[src/u8gd_pkg.sv]
`default_nettype none

package u8gd_pkg;

	localparam logic [7:0] LEAD2_MASK = 8'hE0;
	localparam logic [7:0] LEAD2_CODE = 8'hC0;
	localparam logic [7:0] LEAD3_MASK = 8'hF0;
	localparam logic [7:0] LEAD3_CODE = 8'hE0;
	localparam logic [7:0] ASCII_LIMIT = 8'h80;

	localparam logic [15:0] LATIN_FIRST = 16'd32;
	localparam logic [15:0] LATIN_LIMIT = 16'd128;
	localparam logic [15:0] CYR_FIRST = 16'h0410;
	localparam logic [15:0] CYR_LAST = 16'h044F;
	localparam logic [15:0] CYR_IO_UPPER = 16'h0401;
	localparam logic [15:0] CYR_IO_LOWER = 16'h0451;
	localparam logic [6:0] SLOT_IE_UPPER = 7'd5;
	localparam logic [6:0] SLOT_IE_LOWER = 7'd37;
	localparam logic [6:0] SLOT_QUESTION = 7'd31;

	localparam logic TABLE_LATIN = 1'b0;
	localparam logic TABLE_CYRILLIC = 1'b1;

	localparam logic [1:0] HELD_NONE = 2'd0;
	localparam logic [1:0] HELD_LEAD = 2'd1;
	localparam logic [1:0] HELD_SECOND = 2'd2;

	typedef struct packed {
		logic [7:0] text_byte;
		logic string_end;
	} text_req_t;

	typedef struct packed {
		logic [15:0] code_point;
		logic glyph_table;
		logic [6:0] glyph_slot;
		logic text_done;
	} glyph_req_t;

	typedef struct packed {
		logic [1:0] count;
		glyph_req_t first;
		glyph_req_t second;
	} dec_res_t;

	function automatic logic is_lead2(input logic [7:0] b);
		return (b & LEAD2_MASK) == LEAD2_CODE;
	endfunction

	function automatic logic is_lead3(input logic [7:0] b);
		return (b & LEAD3_MASK) == LEAD3_CODE;
	endfunction

	function automatic glyph_req_t glyph_map(input logic [15:0] cp);
		glyph_req_t r;
		r.code_point = cp;
		r.text_done = 1'b0;
		if (cp >= LATIN_FIRST && cp < LATIN_LIMIT) begin
			r.glyph_table = TABLE_LATIN;
			r.glyph_slot = 7'(cp - LATIN_FIRST);
		end else if (cp >= CYR_FIRST && cp <= CYR_LAST) begin
			r.glyph_table = TABLE_CYRILLIC;
			r.glyph_slot = 7'(cp - CYR_FIRST);
		end else if (cp == CYR_IO_UPPER) begin
			r.glyph_table = TABLE_CYRILLIC;
			r.glyph_slot = SLOT_IE_UPPER;
		end else if (cp == CYR_IO_LOWER) begin
			r.glyph_table = TABLE_CYRILLIC;
			r.glyph_slot = SLOT_IE_LOWER;
		end else begin
			r.glyph_table = TABLE_LATIN;
			r.glyph_slot = SLOT_QUESTION;
		end
		return r;
	endfunction

endpackage

`default_nettype wire

[src/u8gd_decode.sv]
`default_nettype none

module u8gd_decode (
	input wire logic clk,
	input wire logic arst_n,
	input wire logic step,
	input wire u8gd_pkg::text_req_t req,
	output u8gd_pkg::dec_res_t res
);

	logic [7:0] held_lead_q;
	logic [7:0] held_second_q;
	logic [1:0] held_count_q;

	logic [7:0] lead_d;
	logic [7:0] second_d;
	logic [1:0] count_d;

	logic [7:0] b;
	logic last;
	logic [15:0] cp2;
	logic [15:0] cp3;
	logic [15:0] cp_plain;

	assign b = req.text_byte;
	assign last = req.string_end;
	assign cp2 = {5'd0, held_lead_q[4:0], b[5:0]};
	assign cp3 = {held_lead_q[3:0], held_second_q[5:0], b[5:0]};
	// plain ascii passes through, everything else with no hold is malformed
	assign cp_plain = (b < u8gd_pkg::ASCII_LIMIT) ? {8'd0, b} : 16'd0;

	always_comb begin
		res.count = 2'd0;
		res.first = u8gd_pkg::glyph_map(16'd0);
		res.second = u8gd_pkg::glyph_map(cp_plain);
		lead_d = 8'd0;
		second_d = 8'd0;
		count_d = u8gd_pkg::HELD_NONE;
		unique case (held_count_q)
			u8gd_pkg::HELD_LEAD: begin
				if (u8gd_pkg::is_lead2(held_lead_q)) begin
					res.count = 2'd1;
					res.first = u8gd_pkg::glyph_map(cp2);
				end else if (!last) begin
					lead_d = held_lead_q;
					second_d = b;
					count_d = u8gd_pkg::HELD_SECOND;
				end else begin
					// cut-off three byte lead, then the byte again on its own
					res.count = 2'd2;
				end
			end
			u8gd_pkg::HELD_SECOND: begin
				res.count = 2'd1;
				res.first = u8gd_pkg::glyph_map(cp3);
			end
			default: begin
				if (b >= u8gd_pkg::ASCII_LIMIT && !last &&
						(u8gd_pkg::is_lead2(b) || u8gd_pkg::is_lead3(b))) begin
					lead_d = b;
					count_d = u8gd_pkg::HELD_LEAD;
				end else begin
					res.count = 2'd1;
					res.first = u8gd_pkg::glyph_map(cp_plain);
				end
			end
		endcase
		if (last) begin
			lead_d = 8'd0;
			second_d = 8'd0;
			count_d = u8gd_pkg::HELD_NONE;
			if (res.count == 2'd2) begin
				res.second.text_done = 1'b1;
			end else begin
				res.first.text_done = 1'b1;
			end
		end
	end

	always_ff @(posedge clk or negedge arst_n) begin
		if (!arst_n) begin
			held_lead_q <= 8'd0;
			held_second_q <= 8'd0;
			held_count_q <= u8gd_pkg::HELD_NONE;
		end else if (step) begin
			held_lead_q <= lead_d;
			held_second_q <= second_d;
			held_count_q <= count_d;
		end
	end

	a_count_range: assert property (@(posedge clk) disable iff (!arst_n)
		held_count_q != 2'd3)
		else $error("held count out of range");

	a_pair_source: assert property (@(posedge clk) disable iff (!arst_n)
		res.count == 2'd2 |-> held_count_q == u8gd_pkg::HELD_LEAD && last &&
			u8gd_pkg::is_lead3(held_lead_q))
		else $error("two results without a cut-off three byte lead");

	a_end_clears: assert property (@(posedge clk) disable iff (!arst_n)
		step && last |=> held_count_q == u8gd_pkg::HELD_NONE)
		else $error("held bytes survive end of string");

	a_end_emits: assert property (@(posedge clk) disable iff (!arst_n)
		last |-> res.count != 2'd0)
		else $error("end of string without a result");

endmodule

`default_nettype wire

[src/u8gd_outq.sv]
`default_nettype none

module u8gd_outq #(
	parameter int DEPTH = 4
) (
	input wire logic clk,
	input wire logic arst_n,
	input wire logic [1:0] push_n,
	input wire u8gd_pkg::glyph_req_t push_a,
	input wire u8gd_pkg::glyph_req_t push_b,
	output logic room,
	output logic glyph_valid,
	input wire logic glyph_stall,
	output u8gd_pkg::glyph_req_t glyph_req
);

	localparam int AW = $clog2(DEPTH);
	localparam int CW = $clog2(DEPTH + 1);

	u8gd_pkg::glyph_req_t mem_q [DEPTH];
	logic [AW-1:0] wr_ptr_q;
	logic [AW-1:0] rd_ptr_q;
	logic [CW-1:0] count_q;
	logic [AW-1:0] wr_next;
	logic [AW-1:0] wr_next2;
	logic pop;

	function automatic logic [AW-1:0] ptr_inc(input logic [AW-1:0] p);
		return (p == AW'(DEPTH - 1)) ? '0 : p + AW'(1);
	endfunction

	assign wr_next = ptr_inc(wr_ptr_q);
	assign wr_next2 = ptr_inc(wr_next);
	assign room = count_q <= CW'(DEPTH - 2);
	assign glyph_valid = count_q != '0;
	assign glyph_req = mem_q[rd_ptr_q];
	assign pop = glyph_valid && !glyph_stall;

	always_ff @(posedge clk) begin
		if (push_n != 2'd0) begin
			mem_q[wr_ptr_q] <= push_a;
		end
		if (push_n == 2'd2) begin
			mem_q[wr_next] <= push_b;
		end
	end

	always_ff @(posedge clk or negedge arst_n) begin
		if (!arst_n) begin
			wr_ptr_q <= '0;
			rd_ptr_q <= '0;
			count_q <= '0;
		end else begin
			if (push_n == 2'd2) begin
				wr_ptr_q <= wr_next2;
			end else if (push_n == 2'd1) begin
				wr_ptr_q <= wr_next;
			end
			if (pop) begin
				rd_ptr_q <= ptr_inc(rd_ptr_q);
			end
			count_q <= count_q + CW'(push_n) - CW'(pop);
		end
	end

	a_no_overflow: assert property (@(posedge clk) disable iff (!arst_n)
		count_q <= CW'(DEPTH))
		else $error("output queue overflow");

	a_push_needs_room: assert property (@(posedge clk) disable iff (!arst_n)
		push_n != 2'd0 |-> room)
		else $error("push without room");

	a_pair_counts: assert property (@(posedge clk) disable iff (!arst_n)
		push_n == 2'd2 && !pop |=> count_q == $past(count_q) + CW'(2))
		else $error("paired push miscounted");

endmodule

`default_nettype wire

[src/utf8_glyph_index_decoder_unit.sv]
`default_nettype none

// channel  | signals                          | carries
// ---------+----------------------------------+----------------------------------
// text     | text_valid text_stall text_req   | one byte and end-of-string flag
// glyph    | glyph_valid glyph_stall glyph_req| codepoint, table, slot, done flag
//
// one byte per cycle while the queue has room: input register, decode, result queue
// a byte advances only while the queue has room for two results
// a cut-off three byte lead at end of string pushes two results in one cycle
// reset clears held bytes and empties the input register and the queue; no clearing pass
// glyph_stall backs up into the queue, then into text_stall

module utf8_glyph_index_decoder_unit #(
	parameter int QUEUE_DEPTH = 4
) (
	input wire logic clk,
	input wire logic arst_n,
	input wire logic text_valid,
	output logic text_stall,
	input wire u8gd_pkg::text_req_t text_req,
	output logic glyph_valid,
	input wire logic glyph_stall,
	output u8gd_pkg::glyph_req_t glyph_req
);

	logic valid_s1;
	u8gd_pkg::text_req_t req_s1;
	u8gd_pkg::dec_res_t dec;
	logic room;
	logic adv;
	logic [1:0] push_n;

	assign adv = valid_s1 && room;
	assign text_stall = valid_s1 && !room;
	assign push_n = adv ? dec.count : 2'd0;

	always_ff @(posedge clk or negedge arst_n) begin
		if (!arst_n) begin
			valid_s1 <= 1'b0;
		end else if (!text_stall) begin
			valid_s1 <= text_valid;
		end
	end

	always_ff @(posedge clk) begin
		if (!text_stall && text_valid) begin
			req_s1 <= text_req;
		end
	end

	u8gd_decode u_decode (
		.clk(clk),
		.arst_n(arst_n),
		.step(adv),
		.req(req_s1),
		.res(dec)
	);

	u8gd_outq #(
		.DEPTH(QUEUE_DEPTH)
	) u_outq (
		.clk(clk),
		.arst_n(arst_n),
		.push_n(push_n),
		.push_a(dec.first),
		.push_b(dec.second),
		.room(room),
		.glyph_valid(glyph_valid),
		.glyph_stall(glyph_stall),
		.glyph_req(glyph_req)
	);

	a_stage_holds: assert property (@(posedge clk) disable iff (!arst_n)
		valid_s1 && !room |=> valid_s1 && $stable(req_s1))
		else $error("stalled request lost in input stage");

	a_empty_stage_no_push: assert property (@(posedge clk) disable iff (!arst_n)
		!valid_s1 |-> push_n == 2'd0)
		else $error("results pushed without a request");

	a_full_blocks_input: assert property (@(posedge clk) disable iff (!arst_n)
		!room && valid_s1 |-> text_stall)
		else $error("input taken while queue has no room");

endmodule

`default_nettype wire
[config.mk]
export PLATFORM = sky130hd
export DESIGN_NAME = utf8_glyph_index_decoder_unit
export DESIGN_NICKNAME = d
export VERILOG_FILES = /design/src/u8gd_pkg.sv /design/src/u8gd_decode.sv /design/src/u8gd_outq.sv /design/src/utf8_glyph_index_decoder_unit.sv
export SDC_FILE = /design/constraint.sdc
export NUM_CORES = 1
export LEC_CHECK = 0
export ABC_AREA = 1
export BUFFER_PORTS_ARGS = -buffer_cell sky130_fd_sc_hd__buf_2
export CAP_MARGIN = 10
export CORE_MARGIN = 5
export CORE_UTILIZATION = 53
export CTS_CLUSTER_DIAMETER = 80
export DETAILED_ROUTE_END_ITERATION = 10
export PLACE_DENSITY = 0.76
export SLEW_MARGIN = 20
export SYNTH_ARGS = -nofsm -noshare
export SYNTH_HDL_FRONTEND = slang
export SYNTH_SLANG_ARGS = --single-unit
[constraint.sdc]
create_clock -name clk -period 3.9 [get_ports clk]
set_input_delay 0.78 -clock clk [delete_from_list [all_inputs] [get_ports clk]]
set_output_delay 0.78 -clock clk [all_outputs]
set_load 0.005 [all_outputs]
# Word level (Yosys, flattened, before mapping)
# Memory sizes are Yosys's and may differ from the RTL's.
# Index checks and enable logic that the tools add are counted.
# op_classes
eq_ne	18
n_addsub	11
magnitude_cmp	15
n_mux	43
reduce_logical	21
# op_table
operator	n
$mux 8	16
$pmux 27 s2	1
$eq 16x11->1 const B	2
$mux 26	1
$eq 11x11->1 const B	2
$eq 8x11->1 const B	2
$sub 7x5->7 const B	3
$sub 7x6->7 const B	3
$mux 2	10
$mux 20	1
$mux 6	3
$ge 16x11->1 const B	1
$ge 16x6->1 const B	1
$le 16x11->1 const B	1
$lt 16x8->1 const B	1
$lt 8x8->1 const B	2
$pmux 8 s2	1
$eq 2x2->1 const B	6
$logic_and 1x1->1	12
$ge 11x11->1 const B	1
$ge 11x6->1 const B	1
$ge 8x11->1 const B	1
$le 11x11->1 const B	1
$le 8x11->1 const B	1
18 further kinds	34
# totals
wordCells	118
ff_bits	33
out_inout_bits	27
mem_count	1
ramBits	100
# memory_table
name	words	word_bits	read_ports	rd_ports_with_merged_regs	wr	line	source
u_outq.mem_q	4	25	1	0	2	u8gd_outq.sv:20	u8gd_pkg::glyph_req_t mem_q [DEPTH];

# Depth between registers and ports, before layout
# depth
word_depth	13
ltp_mapped	15
depth_no_buf	15

# Modules after synthesis
# From an unflattened synthesis, not the netlist that was laid out.
# unflattened
cells_unflattened	878
area_unflattened_um2	7833.8
# modules_own_cells
mod	instances	cells_each	seq_area_each_um2	area_per_inst_um2
u8gd_outq	1	555	3178.0	5551.6
u8gd_decode	1	301	400.4	1939.4
utf8_glyph_index_decoder_unit	1	22	295.3	342.8

# Least setup slack after synthesis
# No wires, ideal clock.
# synth_path
path_kind	reg-to-reg
startpoint	register u_decode.held_count_q[0]
endpoint	memory u_outq.mem_q[2][0] (netlist name) (enable)
t_required_ns	3.529
path_buffers	3
setup_ns	0.371
stages_incl_launch_ff	12
t_arrival_ns	2.785
slack_ns	0.744
path_cell_list	dfrtp_1 inv_1 ha_1 clkinv_1 buf_2 o21ai_0 nand2_1 ha_1 nand2_1 clkbuf_1 clkbuf_1 nand2_1
# synth_rtl
element	line	source
start: declaration	u8gd_decode.sv:13	logic [1:0] held_count_q;
start signal: assignment	u8gd_decode.sv:84	held_count_q <= u8gd_pkg::HELD_NONE;
start signal: assignment	u8gd_decode.sv:88	held_count_q <= count_d;
end: declaration	u8gd_outq.sv:20	

==> results <==
- The flow ran to the end, and the final reports show no timing, DRC or antenna violations.
- Of all nets on the critical path, the largest fanout is 20.
- At the pin with the least slew margin, the transition time is about 0.93 ns.
- The sort of element at the start of the critical path is a flip-flop.
- In this run the deepest clock path goes through 2 buffers.
- For this configuration, the core starts out at a cell density of 0.5381.
- STA classifies the critical path endpoint as a flip-flop.
- The number of nets in the synthesized netlist is about 870.
- Dividing the final minimum period by the clock period gives 0.8849.
- The floorplan die height is approximately 130 um.
- The standard-cell row count is 42.
- The maximum clock frequency is 289.8 MHz.
- The number of inserted diodes is 0.
- The post-route clock skew is 0.009457 ns.
- In the routed design, unresolved DRC markers number 0.
- The detailed-route via count is about 6200.
- Once detailed placement completed, the half-perimeter wirelength came to between 10000 and 15000 um.
- The number of flip-flops and latches in the synthesized netlist is roughly 130.
- Setup violations remaining at the end of the flow were counted as 0.
- The net count of the finished layout is 909.
- The die covers 0.01581 sq mm.
- Of all cell types, the one taking the most synthesized area is edfxtp_1.
- The slack of the worst reg-to-reg path is ~0.45 ns.
- The worst stage delay on the critical path is approximately 0.52 ns.
- The first TritonRoute pass finished after 5 iterations.
- The signal on the critical path passes through inv_2 -> ha_1 -> nor2_1 -> nor4_2 -> buf_4 -> o21ai_0 -> nand2_1 -> ha_1 -> nand2_1 -> buf_4 -> inv_1 -> nor2_2 -> inv_1 -> o22ai_1.
- The width of the die is approximately 130 um.
- In the layout the commonest cells are 126 x nand2_1, 110 x o21ai_0, 104 x nor2_1, 94 x nand3_1, 77 x edfxtp_1.
- Power spread over the standard cell area amounts to between 700 and 800 mW/mm^2.
- The area growth from synthesis to layout is 13.75%.
- The core footprint is between 0.01 and 0.015 sq mm.
- The number of setup buffers added after CTS is 0.
- The post-synthesis average cell area is 8.573 sq um.
- The max-capacitance violation count is 0.
- The worst setup path is of the flip-flop to flip-flop kind.
- The endpoint of the worst-slack reg-to-reg timing path is u_outq.mem_q[3][12].
- The number of hold buffers added after CTS was 0.
- The final routed wire length divided by cell count is 17.90 um.
- The post-cts gate resize count is 0.
- CTS placed an instance of clkbuf_16 at the clock tree root.
- The first-pass GRT wire length is ~31000 um.
- The number of warnings issued by yosys is 0.
- For this run the aggregate overflow at the end of global routing stands at 0.
- Headroom to the max-slew limit came out at 0.3810.
- The worst endpoint required time is between 4 and 5 ns.
- The number of clock sinks is about 130.
- The startpoint of the worst-slack reg-to-reg timing path is req_s1[5].
- The CTS tree is built.
- STA puts the critical path data arrival time at around 3.7 ns.
- The sequential fraction of the synthesis area is 0.5006.
- Summed over all failing endpoints, the final setup total negative slack is 0 ns.
- VDD sags by at most 0.0003703 V.
- After detailed routing, the total wire length is ~19000 um.
- The number of antenna violations at the first check in global routing was 0.
- In the global route stage, overall resource usage came out at 0.2446.
- The final hold violation count is 0.
- The leakage component of the power is about 0.0032 uW.
- The number of buffers and inverters on the critical path is 5.
- The most common library cell in the layout ignoring fill and taps is nand2_1.
- In this run the worst hold path is classified as input port to async pin.
- Synthesis handed over a netlist of approximately 830 instances.
- The cell total after placement is approximately 1000.
- The count of placed standard cells in the final layout, fillers left out is approximately 1100.
- The share of the synthesized area in the top cell type is 0.3258.
- The number of buffers created by CTS is 17.
- The total number of H-tree levels is 4.
- The slowest stage of the critical path is the edfxtp_1 cell.
- In the post-synthesis netlist, the biggest area contributors are edfxtp_1 33%, dfxtp_1 9.0%, dfrtp_1 8.5%.
- The top cell family by delay on the critical path is buffers and inverters.
- The boundary pin count is 40.
- The smallest clock period supported by the final layout is computed as 3.451 ns.
- In this run, the number of DRC markers left after iteration 0 of detailed routing was between 800 and 900.
- The clock-pin transition on the worst setup and hold timing paths is approximately 0.060 ns.
- The count of buffers inserted at the top-level ports is 39.
- The post-detailed-route count of antenna-violating nets is 0.
- The max-slew violation count was 0.
- The number of different library cells used by synthesis comes to 40.
- Entering global routing, the biggest net connects 53 pins.
- The final estimated routing congestion in global placement is 0.9975.
- Setup repair after global routing left no endpoint under its margin.
- For the worst-skew pair, the clock arrives at the later sink with an insertion delay of around 0.42 ns.
- The via count of the first global-routing pass was ~6000.
- The number of cells traversed by the worst register-to-register path is 14.
- After synthesis the cells add up to between 0.007 and 0.008 sq mm.
- Of the cells placed in the final design, the portion with a size suffix greater than 1 is 0.1404.
- After layout, the design draws a total of between 6000 and 7000 uW.
- The ratio of routed vias to standard cells is between 5 and 6.
## power breakdown
group	internal, uW	leakage [uW]	switching (uW)
Combinational	820	0.00165	1830
Clock	960	0.000274	604
Sequential	1860	0.00125	167
Total	3640	0.00317	2600
## per-stage QoR
step / cell area, sq um / setup slack [ns] / hold WS, ns / utilization
4_1_cts: 8074 / 0.4868 / 0.3388 / 0.6121
5_1_grt: 8074 / 0.1032 / 0.3641 / 0.6121
3_3_place_gp: 7496 / 0.6178 / 0.4593 / 0.5683
6_report: 8074 / 0.4490 / 0.3377 / 0.6121
3_5_place_dp: 7496 / 0.5083 / 0.4669 / 0.5683
2_1_floorplan: 7098 / 0.7442 / 0.4478 / -
## worst max-delay path by stage
stage	startpoint	end	slack (ns)	cells after the start
after floorplan	u_decode.held_count_q[0]	u_outq.mem_q[2][0]	0.74	11
after global placement	req_s1[5]	u_outq.mem_q[3][13]	0.62	14
after detailed placement	req_s1[5]	u_outq.mem_q[3][13]	0.51	14
after CTS	req_s1[5]	u_outq.mem_q[3][13]	0.49	14
after global routing	u_decode.held_count_q[0]	u_outq.mem_q[2][11]	0.10	13
final	req_s1[5]	u_outq.mem_q[3][12]	0.45	14
## cells in the mapped netlist, drive strengths merged
cell	instances
o21ai	117
buf	8
ha	25
fa	1
inv	75
dfrtp	24
nand3	104
nor2	116
nand2	135
nand3b	2
and3	1
o31ai	2
xnor2	3
edfxtp	77
clkinv	2
nor4	1
a21oi	2
nand4	2
dfxtp	32
o221ai	1
nor3	4
clkbuf	23
xor2	1
a22o	1
or2	1
a31oi	1
a211oi	1
o22ai	66
## layer usage
metal | track usage | wire length [um] | vias to the layer above
met1 | 0.3216 | 7581 | 2922
met2 | 0.4031 | 9289 | 295
met4 | 0.09247 | 390 | 0
met5 | 0 | 0 | -
met3 | 0.04742 | 1690 | 39
li1 | - | - | 2969
## sequential cells by signal, indices dropped and copies added, names as in the netlist
name,flops
u_decode.held_count_q,2
u_outq.rd_ptr_q,2
u_outq.wr_ptr_q,2
u_decode.held_second_q,6
u_outq.count_q,3
req_s1,9
valid_s1,1
u_outq.mem_q,100
u_decode.held_lead_q,8
## kinds of logic (layout without fill, tap and decap cells)
logic type,after synthesis,in the layout,share of synthesized area
buffers and inverters,108,163,0.05905
adders and majority gates,26,26,0.04689
xor gates and xnor gates,4,4,0.004937
AOI/OAI and AO/OA,191,191,0.1518
and+or+nand+nor,366,366,0.2367
DFF,133,133,0.5006
## cell type report
class | instances | area (sq um)
fillers | 1148 | 5116
flip-flops and latches | 133 | 3553
multi-input cells | 587 | 3126
clock buffers | 21 | 450.4
repair buffers | 54 | 307.8
inverters | 77 | 289.0
well taps | 176 | 220.2
clock inverters | 11 | 127.6
(Power assumes the default switching activity.)
